### src/gpic_pkg.sv
// Package for the gait phase impedance controller: types, register indexes and reset values.
`timescale 1ns / 1ps

package gpic_pkg;

    localparam int unsigned ANGLE_W  = 16;
    localparam int unsigned LOAD_W   = 12;
    localparam int unsigned GAIN_W   = 48;
    localparam int unsigned TORQUE_W = 24;
    localparam int unsigned PHASE_W  = 2;
    localparam int unsigned NUM_PHASES = 4;
    localparam int unsigned CFG_IDX_W  = 3;

    typedef enum logic [PHASE_W-1:0] {
        PH_STANCE_FLEX = 2'd0,
        PH_STANCE_EXT  = 2'd1,
        PH_SWING_FLEX  = 2'd2,
        PH_SWING_EXT   = 2'd3
    } t_phase;

    typedef enum logic [CFG_IDX_W-1:0] {
        REG_LOAD_LIMIT      = 3'd0,
        REG_MAX_FLEXION     = 3'd1,
        REG_EXT_VEL_LIMIT   = 3'd2,
        REG_GAINS_ST_FLEX   = 3'd3,
        REG_GAINS_ST_EXT    = 3'd4,
        REG_GAINS_SW_FLEX   = 3'd5,
        REG_GAINS_SW_EXT    = 3'd6,
        REG_UNUSED          = 3'd7
    } t_cfg_idx;

    localparam logic [LOAD_W-1:0]         RST_LOAD_LIMIT     = 12'd50;
    localparam logic signed [ANGLE_W-1:0] RST_MAX_FLEXION    = 16'sd4096;
    localparam logic signed [ANGLE_W-1:0] RST_EXT_VEL_LIMIT  = 16'sd410;
    localparam logic [GAIN_W-1:0]         RST_GAINS_ST_FLEX  = 48'd43980491981619;
    localparam logic [GAIN_W-1:0]         RST_GAINS_ST_EXT   = 48'd52776611807232;
    localparam logic [GAIN_W-1:0]         RST_GAINS_SW_FLEX  = 48'd8796106461594;
    localparam logic [GAIN_W-1:0]         RST_GAINS_SW_EXT   = 48'd14074634698752;

    localparam logic signed [TORQUE_W-1:0] TORQUE_MAX = 24'sh7FFFFF;
    localparam logic signed [TORQUE_W-1:0] TORQUE_MIN = 24'sh800000;

    typedef struct packed {
        logic [LOAD_W-1:0]         load_limit;
        logic signed [ANGLE_W-1:0] flex_angle_limit;
        logic signed [ANGLE_W-1:0] extension_velocity_limit;
    } t_thresholds;

    typedef struct packed {
        logic signed [ANGLE_W-1:0] knee_angle;
        logic signed [ANGLE_W-1:0] knee_velocity;
        logic [LOAD_W-1:0]         load_force;
    } t_sample;

endpackage

### src/gpic_in_if.sv
// Input channel: one sensor sample per transaction.
`timescale 1ns / 1ps

interface gpic_in_if;
    logic                 valid;
    logic                 ready;
    logic signed [15:0]   knee_angle;
    logic signed [15:0]   knee_velocity;
    logic [11:0]          load_force;

    modport source (output valid, knee_angle, knee_velocity, load_force, input ready);
    modport sink   (input valid, knee_angle, knee_velocity, load_force, output ready);
endinterface

### src/gpic_out_if.sv
// Output channel: one torque command and gait phase per transaction.
`timescale 1ns / 1ps

interface gpic_out_if;
    logic                 valid;
    logic                 ready;
    logic signed [23:0]   torque_command;
    logic [1:0]           gait_phase;

    modport source (output valid, torque_command, gait_phase, input ready);
    modport sink   (input valid, torque_command, gait_phase, output ready);
endinterface

### src/gpic_cfg_regs.sv
// Configuration register file: thresholds and per-phase packed gains.
`timescale 1ns / 1ps

module gpic_cfg_regs (
    input  logic                                i_clk,
    input  logic                                i_rst_n,
    input  logic                                i_cfg_we,
    input  logic [gpic_pkg::CFG_IDX_W-1:0]      i_cfg_idx,
    input  logic [gpic_pkg::GAIN_W-1:0]         i_cfg_data,
    output gpic_pkg::t_thresholds               o_thr,
    output logic [gpic_pkg::GAIN_W-1:0]         o_gains [gpic_pkg::NUM_PHASES]
);
    import gpic_pkg::*;

    t_thresholds       r_thr;
    logic [GAIN_W-1:0] r_gains [NUM_PHASES];

    always_ff @(posedge i_clk) begin
        if (!i_rst_n) begin
            r_thr.load_limit               <= RST_LOAD_LIMIT;
            r_thr.flex_angle_limit         <= RST_MAX_FLEXION;
            r_thr.extension_velocity_limit <= RST_EXT_VEL_LIMIT;
            r_gains[0] <= RST_GAINS_ST_FLEX;
            r_gains[1] <= RST_GAINS_ST_EXT;
            r_gains[2] <= RST_GAINS_SW_FLEX;
            r_gains[3] <= RST_GAINS_SW_EXT;
        end else if (i_cfg_we) begin
            unique case (t_cfg_idx'(i_cfg_idx))
                REG_LOAD_LIMIT:     r_thr.load_limit <= i_cfg_data[LOAD_W-1:0];
                REG_MAX_FLEXION:    r_thr.flex_angle_limit <= i_cfg_data[ANGLE_W-1:0];
                REG_EXT_VEL_LIMIT:  r_thr.extension_velocity_limit <= i_cfg_data[ANGLE_W-1:0];
                REG_GAINS_ST_FLEX:  r_gains[0] <= i_cfg_data;
                REG_GAINS_ST_EXT:   r_gains[1] <= i_cfg_data;
                REG_GAINS_SW_FLEX:  r_gains[2] <= i_cfg_data;
                REG_GAINS_SW_EXT:   r_gains[3] <= i_cfg_data;
                default: ;
            endcase
        end
    end

    assign o_thr   = r_thr;
    assign o_gains = r_gains;

endmodule

### src/gpic_phase_fsm.sv
// Four-phase gait state machine, advanced once per sample.
`timescale 1ns / 1ps

module gpic_phase_fsm (
    input  logic                    i_clk,
    input  logic                    i_rst_n,
    input  logic                    i_adv,
    input  gpic_pkg::t_sample       i_sample,
    input  gpic_pkg::t_thresholds   i_thr,
    output gpic_pkg::t_phase        o_phase_nxt,
    output gpic_pkg::t_phase        o_phase
);
    import gpic_pkg::*;

    t_phase r_phase;
    t_phase n_phase;

    always_comb begin
        n_phase = r_phase;
        unique case (r_phase)
            PH_STANCE_FLEX:
                if (i_sample.knee_velocity < i_thr.extension_velocity_limit)
                    n_phase = PH_STANCE_EXT;
            PH_STANCE_EXT:
                if (i_sample.load_force < i_thr.load_limit)
                    n_phase = PH_SWING_FLEX;
            PH_SWING_FLEX:
                if (i_sample.knee_angle >= i_thr.flex_angle_limit)
                    n_phase = PH_SWING_EXT;
            PH_SWING_EXT:
                if (i_sample.load_force >= i_thr.load_limit)
                    n_phase = PH_STANCE_FLEX;
            default: n_phase = PH_STANCE_FLEX;
        endcase
    end

    always_ff @(posedge i_clk) begin
        if (!i_rst_n) begin
            r_phase <= PH_STANCE_FLEX;
        end else if (i_adv) begin
            r_phase <= n_phase;
        end
    end

    assign o_phase_nxt = n_phase;
    assign o_phase     = r_phase;

endmodule

### src/gpic_torque.sv
// Impedance law: torque = k*(eq_angle - angle) - b*velocity, rounded to Q12.12 and clamped.
`timescale 1ns / 1ps

module gpic_torque (
    input  logic [gpic_pkg::GAIN_W-1:0]           i_gains,
    input  gpic_pkg::t_sample                     i_sample,
    output logic signed [gpic_pkg::TORQUE_W-1:0]  o_torque
);
    import gpic_pkg::*;

    localparam int unsigned DIFF_W = ANGLE_W + 1;
    localparam int unsigned P1_W   = ANGLE_W + DIFF_W;
    localparam int unsigned P2_W   = 2 * ANGLE_W;
    localparam int unsigned SUM_W  = P1_W + 2;

    logic signed [ANGLE_W-1:0] w_k;
    logic signed [ANGLE_W-1:0] w_b;
    logic signed [ANGLE_W-1:0] w_teq;
    logic signed [DIFF_W-1:0]  w_diff;
    logic signed [P1_W-1:0]    w_p1;
    logic signed [P2_W-1:0]    w_p2;
    logic signed [SUM_W-1:0]   w_sum;
    logic signed [SUM_W-1:0]   w_shr;

    assign w_k   = i_gains[47:32];
    assign w_b   = i_gains[31:16];
    assign w_teq = i_gains[15:0];

    assign w_diff = DIFF_W'(w_teq) - DIFF_W'(i_sample.knee_angle);
    assign w_p1   = P1_W'(w_k) * P1_W'(w_diff);
    assign w_p2   = P2_W'(w_b) * P2_W'(i_sample.knee_velocity);
    // round half up: add half an LSB, then floor through the arithmetic shift
    assign w_sum  = SUM_W'(w_p1) - SUM_W'(w_p2) + SUM_W'(2048);
    assign w_shr  = w_sum >>> 12;

    always_comb begin
        if (w_shr > SUM_W'(TORQUE_MAX)) begin
            o_torque = TORQUE_MAX;
        end else if (w_shr < SUM_W'(TORQUE_MIN)) begin
            o_torque = TORQUE_MIN;
        end else begin
            o_torque = w_shr[TORQUE_W-1:0];
        end
    end

endmodule

### src/gait_phase_impedance_controller_top.sv
// Top level of the gait phase impedance controller.
`timescale 1ns / 1ps

// Each sensor sample (knee angle, velocity, load) is registered on acceptance; once the output
// register is free or draining, it advances the four-phase gait machine and the torque
// k*(eq_angle-angle)-b*velocity is formed with the new phase's gains and captured in the output
// register. Throughput is one sample per cycle while the output is not stalled, set by the
// single pass through the phase logic and the 16x17 and 16x16 multipliers. Input ready stays
// high while the output register is free or being drained, so a stalled result only holds back
// the pipeline once both stages are full. Configuration writes take effect at once and are
// meant to be made while no sample is in flight.
module gait_phase_impedance_controller_top (
    input  logic                            i_clk,
    input  logic                            i_rst_n,
    gpic_in_if.sink                         i_in,
    gpic_out_if.source                      o_out,
    input  logic                            i_cfg_we,
    input  logic [gpic_pkg::CFG_IDX_W-1:0]  i_cfg_idx,
    input  logic [gpic_pkg::GAIN_W-1:0]     i_cfg_data
);
    import gpic_pkg::*;

    t_thresholds                w_thr;
    logic [GAIN_W-1:0]          w_gains [NUM_PHASES];
    t_phase                     w_phase_nxt;
    t_phase                     w_phase;
    logic signed [TORQUE_W-1:0] w_torque;
    logic                       w_adv;
    logic                       w_in_acc;

    logic                       r_s1_vld;
    t_sample                    r_s1;
    logic                       r_out_vld;
    logic signed [TORQUE_W-1:0] r_out_torque;
    logic [PHASE_W-1:0]         r_out_phase;

    // move the sample stage into the output register when it is free or draining
    assign w_adv    = r_s1_vld && (!r_out_vld || o_out.ready);
    assign w_in_acc = i_in.valid && i_in.ready;
    assign i_in.ready = !r_s1_vld || w_adv;

    gpic_cfg_regs u_cfg (
        .i_clk      (i_clk),
        .i_rst_n    (i_rst_n),
        .i_cfg_we   (i_cfg_we),
        .i_cfg_idx  (i_cfg_idx),
        .i_cfg_data (i_cfg_data),
        .o_thr      (w_thr),
        .o_gains    (w_gains)
    );

    gpic_phase_fsm u_fsm (
        .i_clk       (i_clk),
        .i_rst_n     (i_rst_n),
        .i_adv       (w_adv),
        .i_sample    (r_s1),
        .i_thr       (w_thr),
        .o_phase_nxt (w_phase_nxt),
        .o_phase     (w_phase)
    );

    gpic_torque u_torque (
        .i_gains  (w_gains[w_phase_nxt]),
        .i_sample (r_s1),
        .o_torque (w_torque)
    );

    always_ff @(posedge i_clk) begin
        if (!i_rst_n) begin
            r_s1_vld  <= 1'b0;
            r_out_vld <= 1'b0;
        end else begin
            if (w_in_acc) begin
                r_s1_vld <= 1'b1;
            end else if (w_adv) begin
                r_s1_vld <= 1'b0;
            end
            if (w_adv) begin
                r_out_vld <= 1'b1;
            end else if (o_out.ready) begin
                r_out_vld <= 1'b0;
            end
        end
    end

    always_ff @(posedge i_clk) begin
        if (w_in_acc) begin
            r_s1.knee_angle    <= i_in.knee_angle;
            r_s1.knee_velocity <= i_in.knee_velocity;
            r_s1.load_force    <= i_in.load_force;
        end
        if (w_adv) begin
            r_out_torque <= w_torque;
            r_out_phase  <= w_phase_nxt;
        end
    end

    assign o_out.valid          = r_out_vld;
    assign o_out.torque_command = r_out_torque;
    assign o_out.gait_phase     = r_out_phase;

`ifndef ASSERT_OFF
    a_s1_hold: assert property (@(posedge i_clk) disable iff (!i_rst_n)
        r_s1_vld && !w_adv |=> r_s1_vld)
        else $error("sample stage dropped a stalled sample");

    a_adv_fills_out: assert property (@(posedge i_clk) disable iff (!i_rst_n)
        w_adv |=> r_out_vld && r_out_phase == w_phase)
        else $error("advanced sample missing from output register");

    a_phase_step: assert property (@(posedge i_clk) disable iff (!i_rst_n)
        w_adv |=> (w_phase == $past(w_phase)) || (w_phase == t_phase'($past(w_phase) + 2'd1)))
        else $error("gait phase skipped a step");

    a_phase_hold: assert property (@(posedge i_clk) disable iff (!i_rst_n)
        !w_adv |=> $stable(w_phase))
        else $error("gait phase moved without a sample");
`endif

endmodule
### src/flat_wrapper.sv
// flat-port wrapper written by rule: the top's interface ports become plain ports
module gait_phase_impedance_controller_top_flat import gpic_pkg::*;
  (i_clk, i_rst_n, i_cfg_we, i_cfg_idx, i_cfg_data, i_in_valid, i_in_knee_angle, i_in_knee_velocity, i_in_load_force, i_in_ready, o_out_valid, o_out_torque_command, o_out_gait_phase, o_out_ready);
  gpic_in_if i_in_i ();
  gpic_out_if o_out_i ();
  input  logic i_clk;
  input  logic i_rst_n;
  input  logic i_cfg_we;
  input  logic [gpic_pkg::CFG_IDX_W-1:0] i_cfg_idx;
  input  logic [gpic_pkg::GAIN_W-1:0] i_cfg_data;
  input wire logic [$bits(i_in_i.valid)-1:0] i_in_valid;
  input wire logic [$bits(i_in_i.knee_angle)-1:0] i_in_knee_angle;
  input wire logic [$bits(i_in_i.knee_velocity)-1:0] i_in_knee_velocity;
  input wire logic [$bits(i_in_i.load_force)-1:0] i_in_load_force;
  output wire logic [$bits(i_in_i.ready)-1:0] i_in_ready;
  output wire logic [$bits(o_out_i.valid)-1:0] o_out_valid;
  output wire logic [$bits(o_out_i.torque_command)-1:0] o_out_torque_command;
  output wire logic [$bits(o_out_i.gait_phase)-1:0] o_out_gait_phase;
  input wire logic [$bits(o_out_i.ready)-1:0] o_out_ready;
  assign i_in_i.valid = i_in_valid;
  assign i_in_i.knee_angle = i_in_knee_angle;
  assign i_in_i.knee_velocity = i_in_knee_velocity;
  assign i_in_i.load_force = i_in_load_force;
  assign i_in_ready = i_in_i.ready;
  assign o_out_valid = o_out_i.valid;
  assign o_out_torque_command = o_out_i.torque_command;
  assign o_out_gait_phase = o_out_i.gait_phase;
  assign o_out_i.ready = o_out_ready;
  gait_phase_impedance_controller_top u_core (.i_clk(i_clk), .i_rst_n(i_rst_n), .i_in(i_in_i), .o_out(o_out_i), .i_cfg_we(i_cfg_we), .i_cfg_idx(i_cfg_idx), .i_cfg_data(i_cfg_data));
endmodule
### config.mk
export PLATFORM = sky130hd
export DESIGN_NAME = gait_phase_impedance_controller_top_flat
export DESIGN_NICKNAME = d
export VERILOG_FILES = /design/src/gpic_pkg.sv /design/src/gpic_in_if.sv /design/src/gpic_out_if.sv /design/src/gpic_cfg_regs.sv /design/src/gpic_phase_fsm.sv /design/src/gpic_torque.sv /design/src/gait_phase_impedance_controller_top.sv /design/src/flat_wrapper.sv
export SDC_FILE = /design/constraint.sdc
export NUM_CORES = 2
export LEC_CHECK = 0
export BUFFER_PORTS_ARGS = -buffer_cell sky130_fd_sc_hd__buf_2
export CAP_MARGIN = 20
export CORE_MARGIN = 3
export CORE_UTILIZATION = 65
export CTS_BUF_LIST = sky130_fd_sc_hd__clkbuf_16
export CTS_CLUSTER_SIZE = 12
export DETAILED_ROUTE_END_ITERATION = 7
export PLACE_DENSITY = 0.93
export SYNTH_ARGS = -nofsm -noshare
export SYNTH_HDL_FRONTEND = slang
export SYNTH_HIERARCHICAL = 1
export SYNTH_SLANG_ARGS = --single-unit
### constraint.sdc
create_clock -name i_clk -period 24.6 [get_ports i_clk]
set_input_delay 7.38 -clock i_clk [delete_from_list [all_inputs] [get_ports i_clk]]
set_output_delay 7.38 -clock i_clk [all_outputs]
set_load 0.005 [all_outputs]
; ---- Yosys cells after proc, flatten, opt, wreduce, memory -nomap -nowiden
; Index checks and enable logic that the tools add are counted.
[classes]
n_addsub = 3
n_mul = 2
order_cmp = 7
eq_ne = 9
mux = 13
bitwise = 1
n_reduce_logical = 17
[ops]
columns = operator, count
row1 = $bmux W48 S2, 1
row2 = $mux W48, 2
row3 = $add A34 B13 Y35 const B, 1
row4 = $sub A33 B32 Y34, 1
row5 = $mul A16 B17 Y33, 1
row6 = $mul A16 B16 Y32, 1
row7 = $gt A23 B24 Y1 const B, 1
row8 = $lt A23 B24 Y1 const B, 1
row9 = $mux W24, 1
row10 = $sub A16 B16 Y17, 1
row11 = $ge A16 B16 Y1, 1
row12 = $lt A16 B16 Y1, 1
row13 = $reduce_and A2 Y1, 7
row14 = $ge A12 B12 Y1, 1
row15 = $lt A12 B12 Y1, 1
row16 = $eq A3 B3 Y1 const B, 3
row17 = $mux W2, 4
row18 = $pmux W2 S4, 1
row19 = $eq A3 B2 Y1 const B, 2
row20 = $eq A2 B2 Y1 const B, 2
row21 = $mux W1, 4
row22 = $reduce_bool A2 Y1, 2
row23 = $eq A3 B1 Y1 const B, 1
row24 = $ge A3 B3 Y1 const B, 1
row25 = 7 further kinds, 10
[totals]
reg_bits = 310
inputBits = 100
output_inout_bits = 28
wordCells = 67

; ---- Logic depth before layout (Yosys ltp)
[depth]
word_depth = 13
ltp_mapped = 47

; ---- Modules after synthesis
; Netlist, hierarchy kept.
[modules_own_cells]
columns = mod, instances, cells_per_inst, area_per_inst_um2, seq_area_each_um2
row1 = gpic_torque, 1, 2314, 21962.3, 0.0
row2 = gpic_cfg_regs, 1, 863, 8914.8, 4724.5
row3 = gait_phase_impedance_controller_top, 1, 137, 3338.2, 2142.1
row4 = gpic_phase_fsm, 1, 176, 1265.0, 40.0

; ---- Worst setup path after synthesis
; No wires, ideal clock.
[synth_timing]
kind = input to output
start = in o_out_ready
end = out i_in_ready
t_arrival_ns = 7.539
t_required_ns = 17.220
slack_ns = 9.681
cell_stages = 1
path_cell_list = nand3b_1
[synth_via]
elab_chain_cells = 3
[synth_rtl]
columns = item, line_no
row1 = "start, declared", flat_wrapper.sv:19  ; input wire logic [$bits(o_out_i.ready)-1:0] o_out_ready;
row2 = $logic_or A1 B1 Y1, gait_phase_impedance_controller_top.sv:38  ; assign w_adv = r_s1_vld && (!r_out_vld || o_out.ready);
row3 = $logic_and A1 B1 Y1, gait_phase_impedance_controller_top.sv:38
row4 = $logic_or A1 B1 Y1, gait_phase_impedance_controller_top.sv:40  ; assign i_in.ready = !r_s1_vld || w_adv;
row5 = "end, declared", flat_wrapper.sv:15  ; output wire logic [$bits(i_in_i.ready)-1:0] i_in_ready;
; Every way passes these cells.

; ---- Worst setup path in the final report
; Same ends and word-level chain as after synthesis.

==> flow_summary.yaml <==
outcome:
  status: "finished clean"
routing:
  ant_nets: 0
  routedWlPerCell_um: 21.7
  drt_iter0_markers: 2361
  drc: 0
  vias_per_cell: 5.97
  drt_wl_total_mm: 92.2
  via_count: 25323
  drt_pre_antenna_iters: 6
setup_path:
  cp-end-kind: "output pin"
  required_ps: 17220
  rrSetupSlack_ps: 11200
  cpPeakStageDelay_ps: 160
  r2r_end: "u_core/o_out.torque_command[22]"
  crit_top_cell: "buf_2"
  cp_slowest_cell: "nand3b_1"
  critical_path_class: "input pin to output pin"
  crit_cells: 3
  cp-endpoint: "i_in_ready"
  worstPathArrival_ps: 7790
  crit_family: "buffers and inverters"
  cp.buffers_inverters: 2
  path_cells: "buf_2, nand3b_1, buf_2"
  timing.rr.start: "u_core/r_s1[14]"
  crit_start: "o_out_ready"
  startpoint_type: "input pin"
  worstRegToRegCells: 42
  cp_max_fo: 2
layout:
  fin_cells: 4242
  layout_common_cells: "inv_1 (748), fa_1 (619), nand2_1 (422), and2_1 (313), dfxtp_1 (240)"
  layout_commonest_cell: "inv_1"
  final_layout_size_suffix_gt1_frac: 0.0811
  area_growth_pct: 6.20
  fin_nets: 4472
logic_synthesis:
  synth_area_sq_mm: 0.0355
  synthXorXnorAreaFrac: 0.0116
  synth-simple-area-share: 0.143
  synth_edf_count: 70
  synth_compound_area_frac: 0.0276
  avgSynthCellArea_sq_um: 10.2
  synthAdderAreaFrac: 0.428
  synthMuxAreaShare: 0.0976
  synth_flop_cell: "dfxtp_1"
  yosysWarningCount: 6
  synth_top_family_by_area: "adder cells"
  ys_seq_area_frac: 0.195
  yosysUniqueCellTypes: 76
  synthCells: 3490
  ys_ff_latch: 310
  synth-async-reset-ratio: 0
  synth_fp_nets: 4431
cts:
  cts_buffers: 35
  cts.clk_slew.worst_paths_ps: 50
  cts_resized: 0
  numClockSinks: 310
  postCtsSetupBuffers: 0
  clkLatencyLatePin_ps: 580
  htree_levels: 2
  holdBufCountCts: 0
  cts_tree: "done"
  root_buffer: "clkbuf_16"
  clock_path_buffers: 3
hold_path:
  min_path_cells: 2
  hp-class: "flop to flop"
placement:
  placed_cells_incl_taps: 4179
  io_buffers: 127
  globalplace.congestion: 0.934
  hpwl_mm: 67.2
timing:
  slew_viol_final: 0
  tns_ps: 0
  final-setup-viol-count: 0
  max_freq_ghz: 0.0659
  relSlewSlack: 0.267
  fin_worst_skew_ps: 34.6
  rsz0062_at_grt: "false"
  finalHoldViolations: 0
  whs_ps: 458
  tightest_slew_ps: 1100
  fin_crit_ps: 15170
  fin_crit_sh: 0.617
global_route:
  grtUsageTotal: 0.333
  antenna_found_initial: 2
  grt_pass1_vias: 28563
  grt_start_max_net_pins: 115
  grt_overflow: 0
  grt_first_pass_wirelength_mm: 148
die:
  fp.dieW_um: 240
  fp.dieH_um: 240
  num_rows: 84
  die-area_sq_mm: 0.0574
  ios: 128
  core_sq_mm: 0.0533
  start_util: 0.666
run:
  max_cap_violations: 0
-- final cells by class --
cell class | instances | area, sq um
Antenna cell | 1 | 2.50
Clock buffer | 36 | 901
Clock inverter | 23 | 148
Fill cell | 3256 | 15600
Inverter | 741 | 2780
Multi-Input combinational cell | 2292 | 25200
Sequential cell | 310 | 6910
Tap cell | 688 | 861
Timing Repair Buffer | 151 | 848
-- routing by layer --
layer	routed length [um]	GRT usage	vias to the layer above
li1	-	-	10680
met1	31900	0.385	12604
met2	44400	0.551	1584
met3	9320	0.0884	455
met4	6480	0.216	0
met5	0	0	-
-- cell usage after synthesis (16+ instances only) --
cell type	n	area share
nor2_1	33	0.0035
fa_1	619	0.35
a21o_1	16	0.0034
mux2i_1	238	0.067
edfxtp_1	70	0.059
inv_1	740	0.078
nand2_1	422	0.045
ha_1	222	0.078
and2_1	313	0.055
clkbuf_1	95	0.010
nor2b_1	121	0.021
buf_2	31	0.0044
o21ai_0	22	0.0031
xnor2_1	36	0.0089
a21oi_1	37	0.0052
dfxtp_1	240	0.14
nand2b_1	28	0.0049
mux4_2	48	0.030
-- stage by stage --
stage | util | cell area, sq um | setup slack [ps]
finish | 0.707 | 37700 | 9430
global route | 0.707 | 37700 | 9400
CTS | 0.706 | 37600 | 9430
detailed placement | 0.687 | 36600 | 9440
global placement | 0.687 | 36600 | 9440
floorplan | - | 35500 | 9680
-- how the worst min path moves through the flow --
stage                            start                 endpoint  slack (ps)
3_3_place_gp     u_core/u_cfg/o_thr[0]    u_core/u_cfg/o_thr[0]         440
3_5_place_dp     u_core/u_cfg/o_thr[0]    u_core/u_cfg/o_thr[0]         450
6_report        u_core/u_cfg/o_thr[18]   u_core/u_cfg/o_thr[18]         460
4_1_cts          u_core/u_cfg/o_thr[2]    u_core/u_cfg/o_thr[2]         460
5_1_grt        u_core/u_cfg/o_gains[6]  u_core/u_cfg/o_gains[6]         470
2_1_floorplan    u_core/u_cfg/o_thr[0]    u_core/u_cfg/o_thr[0]         430
-- registers in the layout (all words and copies together), names as in the netlist --
name / flops
u_core/o_out.gait_phase: 2
u_core/o_out.torque_command: 24
u_core/o_out.valid: 1
u_core/r_s1: 44
u_core/r_s1_vld: 1
u_core/u_cfg/o_gains: 192
u_core/u_cfg/o_thr: 44
u_core/u_fsm/o_phase: 2
-- cell families after synthesis --
family	after synthesis
simple gates	985
buf+inv	888
fa+ha+maj	841
flops	310
mux	286
compound gates	133
xor+xnor	47
-- worst min-delay path, stage by stage, from the launching register on --
cell     delay, ps
dfxtp_1        310
nand2_1         50
mux2i_1         50
Power is not shown: default switching activity piles up to over one toggle a cycle in this logic, so the estimate is an artifact.
